File: src/sv/dmart_pkg.sv
`timescale 1ns / 1ps
// Shared types and codes for the DMA region table.
// No dependencies; imported by dmart_cell and dma_region_table_unit.
package dmart_pkg;

  localparam int END_W     = 64;  // width of all end-address sums
  localparam int LG_W      = 6;
  localparam int LEN_W     = 32;
  localparam int MIN_W     = 48;
  localparam int MAX_W     = 49;
  localparam int CFG_IDX_W = 2;

  localparam logic [CFG_IDX_W-1:0] REG_WIN_LO = 2'd0;
  localparam logic [CFG_IDX_W-1:0] REG_WIN_HI = 2'd1;

  localparam logic [MIN_W-1:0] WIN_LO_RST = '0;
  localparam logic [MAX_W-1:0] WIN_HI_RST = {1'b1, {(MAX_W-1){1'b0}}};

  typedef enum logic [1:0] {
    MODE_REG    = 2'd0,
    MODE_DEREG  = 2'd1,
    MODE_VERIFY = 2'd2
  } mode_t;

  typedef enum logic [2:0] {
    STAT_OK      = 3'd0,
    STAT_RANGE   = 3'd1,
    STAT_OVERLAP = 3'd2,
    STAT_NOTREG  = 3'd3,
    STAT_FULL    = 3'd4
  } status_t;

  typedef enum logic [1:0] {
    CELL_HOLD,
    CELL_INSERT,
    CELL_REMOVE
  } cell_op_t;

  typedef struct packed {
    logic     capture;  // latch compare flags for a new transaction
    cell_op_t op;       // shift action applied at end of commit
  } cell_ctrl_t;

  typedef enum logic {
    S_IDLE,
    S_COMMIT
  } state_t;

endpackage

File: src/sv/dmart_cell.sv
`timescale 1ns / 1ps
// One table slot: region base, size and valid, plus per-transaction compare flags.
// Depends on dmart_pkg. Chained by dma_region_table_unit.
module dmart_cell import dmart_pkg::*; #(
  parameter int ADDR_BITS = 48
) (
  input  logic                 clk,
  input  logic                 rst,
  input  cell_ctrl_t           ctrl,
  input  logic [ADDR_BITS-1:0] addr,
  input  logic [END_W-1:0]     need_end,
  input  logic [ADDR_BITS-1:0] new_base,
  input  logic [LG_W-1:0]      new_lg,
  input  logic [ADDR_BITS-1:0] left_base,
  input  logic [LG_W-1:0]      left_lg,
  input  logic                 left_valid,
  input  logic                 left_le,
  input  logic [ADDR_BITS-1:0] right_base,
  input  logic [LG_W-1:0]      right_lg,
  input  logic                 right_valid,
  input  logic                 right_le,
  output logic [ADDR_BITS-1:0] base,
  output logic [LG_W-1:0]      lg,
  output logic                 valid,
  output logic                 le,
  output logic                 hit
);

  logic [ADDR_BITS-1:0] base_q;
  logic [LG_W-1:0]      lg_q;
  logic                 valid_q;
  logic                 le_q;
  logic                 cov_q;
  logic [END_W-1:0]     span_end;

  assign span_end = END_W'(base_q) + (END_W'(1) << lg_q);

  // le: this slot is valid and sits at or below the address (prefix of the row).
  // cov: this slot's span reaches the needed end.
  always_ff @(posedge clk) begin
    if (rst) begin
      valid_q <= 1'b0;
      le_q    <= 1'b0;
      cov_q   <= 1'b0;
    end else begin
      if (ctrl.capture) begin
        le_q  <= valid_q && (base_q <= addr);
        cov_q <= span_end >= need_end;
      end
      case (ctrl.op)
        CELL_INSERT: if (!le_q) valid_q <= left_valid;
        CELL_REMOVE: if (!right_le) valid_q <= right_valid;
        default: ;
      endcase
    end
  end

  always_ff @(posedge clk) begin
    case (ctrl.op)
      CELL_INSERT: begin
        if (!le_q) begin
          if (left_le) begin
            base_q <= new_base;
            lg_q   <= new_lg;
          end else begin
            base_q <= left_base;
            lg_q   <= left_lg;
          end
        end
      end
      CELL_REMOVE: begin
        if (!right_le) begin
          base_q <= right_base;
          lg_q   <= right_lg;
        end
      end
      default: ;
    endcase
  end

  assign base  = base_q;
  assign lg    = lg_q;
  assign valid = valid_q;
  assign le    = le_q;
  // Nearest slot is the last one with le set.
  assign hit   = le_q && !right_le && cov_q;

endmodule

File: config.mk
export PLATFORM = sky130hd
export DESIGN_NAME = dmart_cell
export DESIGN_NICKNAME = d
export VERILOG_FILES = /design/src/sv/dmart_pkg.sv /design/src/sv/dmart_cell.sv
export SDC_FILE = /design/constraint.sdc
export NUM_CORES = 1
export LEC_CHECK = 0
export BUFFER_PORTS_ARGS = -buffer_cell sky130_fd_sc_hd__buf_4
export CAP_MARGIN = 25
export CORE_UTILIZATION = 37
export DETAILED_ROUTE_END_ITERATION = 10
export PLACE_DENSITY_LB_ADDON = 0.05
export SYNTH_ARGS = -nofsm -noshare
export SYNTH_HDL_FRONTEND = slang
export SYNTH_SLANG_ARGS = --single-unit
File: constraint.sdc
create_clock -name clk -period 5.77 [get_ports clk]
set_input_delay 0.8655 -clock clk [delete_from_list [all_inputs] [get_ports clk]]
set_output_delay 0.8655 -clock clk [all_outputs]
set_load 0.02 [all_outputs]
==> results.sh <==
export IMPL_status="completed"
export IMPL_cts_resized=0
export IMPL_worst_slew_pin_slew_ns=0.887
export IMPL_setup_viol=0
export IMPL_drtAntennaViolNets=0
export IMPL_root_buffer="clkbuf_16"
export IMPL_drtIter0Drc=498
export IMPL_syn_num_nets=1600
export IMPL_routedWlPerCell_um=18.6
export IMPL_reg2reg_setup_slack_ns=0.59
export IMPL_async_reset_ff_share_pct=0
export IMPL_power_switching_uw=634
export IMPL_antenna_found_initial=2
export IMPL_rows=56
export IMPL_cts_sinks=57
export IMPL_fin_crit_sh_pct=89.8
export IMPL_p_leak_nw=6.39
export IMPL_die_w_um=157
export IMPL_power_frac_clock_pct=32.4
export IMPL_rsz0062_at_grt="false"
export IMPL_clk_pin_slew_worst_paths_ns=0.06
export IMPL_hold_buffers=0
export IMPL_min_period_ns=5.18
export IMPL_vias=9319
export IMPL_routed_wl_met3_um=2010
export IMPL_fin_skew_ns=0.0114
export IMPL_io_pins=340
export IMPL_die_h_um=157
export IMPL_clockBufferDepth=2
export IMPL_synth_area_um2=8950
export IMPL_cts_setup_buffers=0
export IMPL_worstSetupStartpointType="flip-flop"
export IMPL_instances_no_fill=1793
export IMPL_cts_tree="built"
export IMPL_synth_seq_cells=57
export IMPL_fin_hold_ws_ns=0.515
export IMPL_synthFlopType="edfxtp_1"
export IMPL_gr_total_overflow=0
export IMPL_fin_setup_tns_ns=0
export IMPL_crit_arrival_ns=5.41
export IMPL_place_hpwl_um=29000
export IMPL_hold_viol_final=0
export IMPL_cts_max_level=3
export IMPL_grt_max_degree=110
export IMPL_slew_headroom_pct=40.8
export IMPL_firstDrtPassIters=5
export IMPL_hold_class="flip-flop to flip-flop"
export IMPL_drc_errors=0
export IMPL_cts_buffers=9
export IMPL_wl_um=33300
export IMPL_critical_path_required_ns=5.99
export IMPL_maxCapViolCount=0
export IMPL_worstSetupPathType="flip-flop to flip-flop"
export IMPL_yosys_warnings=0
export IMPL_met2WireLength_um=15800
export IMPL_slew_violations=0
export IMPL_fin_nets=1911
export IMPL_holdPathStages=2
export IMPL_viasPerCell=5.20
export IMPL_dp_cells=1775
export IMPL_highest_layer="met4"
export IMPL_ff2ff_path_depth=20
export IMPL_synth_edf_count=54
export IMPL_met1_length_um=14700
export IMPL_syn_inst=1156
export IMPL_area_delta_synth_final_pct=35.4
export IMPL_grt_use_total_pct=26.8
export IMPL_grt_pass1_vias=8924
export IMPL_io_buffers=339
export IMPL_crit_path_max_fanout=13
export IMPL_setup_ws_ns=0.586
export IMPL_dieArea_um2=24800
export IMPL_gp_congestion=0.896
export IMPL_crit_path_end_kind="flip-flop"
export IMPL_start_util_pct=37.9
export IMPL_grt_first_pass_wirelength_um=49500
export IMPL_ys_types=62
export IMPL_drive_gt1_share_pct=25.9
export IMPL_seq_power_share_pct=29.0
export IMPL_synth_avg_cell_area_um2=7.74
export IMPL_clk_latency_ns=0.33
export IMPL_p_int_mw=1.28
export IMPL_netSwitchingFraction_pct=33.2
export IMPL_ys_seq_area_share_pct=18.8
export IMPL_num_fill_cells=2384
export IMPL_fp_coreArea_um2=23600
export IMPL_preCtsSetupSlack_ns=0.628
export IMPL_vdd_drop_max_v=0.000112
export IMPL_power_density_nw_per_um2=158
export IMPL_max_freq_mhz=193
export IMPL_power_frac_comb_pct=38.5
state kept, by name, summed over array words and instances (netlist names):
name,flops
cov_q,1
le,1
valid,1
lg,6
base,48
layer usage:
| metal | global-route usage [%] | vias up |
|---|---|---|
| li1 | - | 4789 |
| met1 | 34.7 | 4222 |
| met2 | 45.2 | 279 |
| met3 | 5.20 | 29 |
| met4 | 7.35 | 0 |
| met5 | 0 | - |
cells in the mapped netlist, drive strengths merged, types with 4 or more instances:
cell	n	share of area (%)
inv	129	5.4
edfxtp	54	18
a21o	69	5.8
o211ai	8	0.67
nand3	16	0.90
a21oi	81	4.6
and2	4	0.28
mux2i	55	6.2
clkbuf	35	1.5
nor2	88	3.7
and3	6	0.42
or2	9	0.63
nand2b	14	0.98
buf	9	0.49
o21a	4	0.34
nand2	109	4.6
a31oi	10	0.70
o21ai	98	5.5
nor4	10	0.77
a31o	4	0.39
a211oi	9	0.87
nor2b	10	0.70
nand4	35	2.4
or3	6	0.42
o31ai	5	0.57
nor3	34	2.0
xor2	17	1.7
o21bai	5	0.42
a2111oi	5	0.56
ha	160	22
xnor2	26	2.5
power groups by stage:
stage / Sequential, mW / Combinational [mW] / Clock [mW]
3_3_place_gp: 0.560 / 0.730 / 0
4_1_cts: 0.552 / 0.738 / 0.627
3_5_place_dp: 0.560 / 0.734 / 0
2_1_floorplan: 0.568 / 0.388 / 0
5_1_grt: 0.557 / 0.821 / 0.645
6_report: 0.554 / 0.736 / 0.619
layout make-up:
| class | instances | area, µm² | area share, % |
|---|---|---|---|
| antenna | 2 | 5.00 | 0.0413 |
| timing repair buffer | 344 | 2580 | 21.3 |
| sequential | 57 | 1680 | 13.9 |
| tap | 319 | 399 | 3.30 |
| clock inverter | 7 | 119 | 0.982 |
| clock buffer | 9 | 225 | 1.86 |
| inverter | 129 | 484 | 4.00 |
| multi-input combinational | 926 | 6610 | 54.6 |
layout by cell type, fill, tap and decap left out, drive strengths merged, types with 3 or more instances in the layout:
cell type,count
a2111oi,5
clkbuf,9
clkinv,3
edfxtp,54
bufinv,3
a21o,69
nor4,10
or2,9
buf,344
or3,6
inv,129
o21ai,98
o21a,4
a221oi,3
o21bai,5
and2,4
nor3,34
dfxtp,3
a31o,4
xnor2,26
nor2,88
nor2b,10
ha,160
o211ai,8
a21oi,81
and3,6
nand3,16
o31a,3
nand2b,14
nand2,109
a211o,3
o31ai,5
a31oi,10
nand4,35
a211oi,9
xor2,17
mux2i,55
cells by family after synthesis:
kind of cell	share of synthesized area, %
AOI/OAI and AO/OA	22.5
xor gates and xnor gates	4.21
adders and majority gates	22.6
buffers and inverters	7.37
DFF	18.8
muxes	6.15
and+or+nand+nor	18.4
stage by stage:
step,area (µm²),power (mW),util [%]
after floorplan,8950,0.956,-
after global placement,11800,1.29,49.8
after detailed placement,11800,1.29,49.8
after CTS,12100,1.92,51.3
after global routing,12100,2.02,51.3
final,12100,1.91,51.3
worst paths after layout:
check / start / to
hold reg to reg: valid / valid
setup / recovery: lg[3] / cov_q
hold / removal: valid / valid
setup reg to reg: lg[3] / cov_q
worst max-delay path, cell delays in order, from the launching register on:
cell and delay (ns):
edfxtp_1 0.45, nand2b_1 0.40, or2_2 0.43, nor3_1 0.25, ha_1 0.35, a21oi_1 0.16
nand3_1 0.16, a31o_2 0.34, a211oi_2 0.37, o31a_1 0.28, o31ai_4 0.11, xor2_1 0.16
ha_1 0.31, a21o_1 0.18, a21o_1 0.17, a21oi_1 0.13, o21ai_0 0.14, a211oi_1 0.26
o211ai_1 0.16, o21ai_0 0.17, nand2_1 0.07
Power figures use the tool's default switching activity.
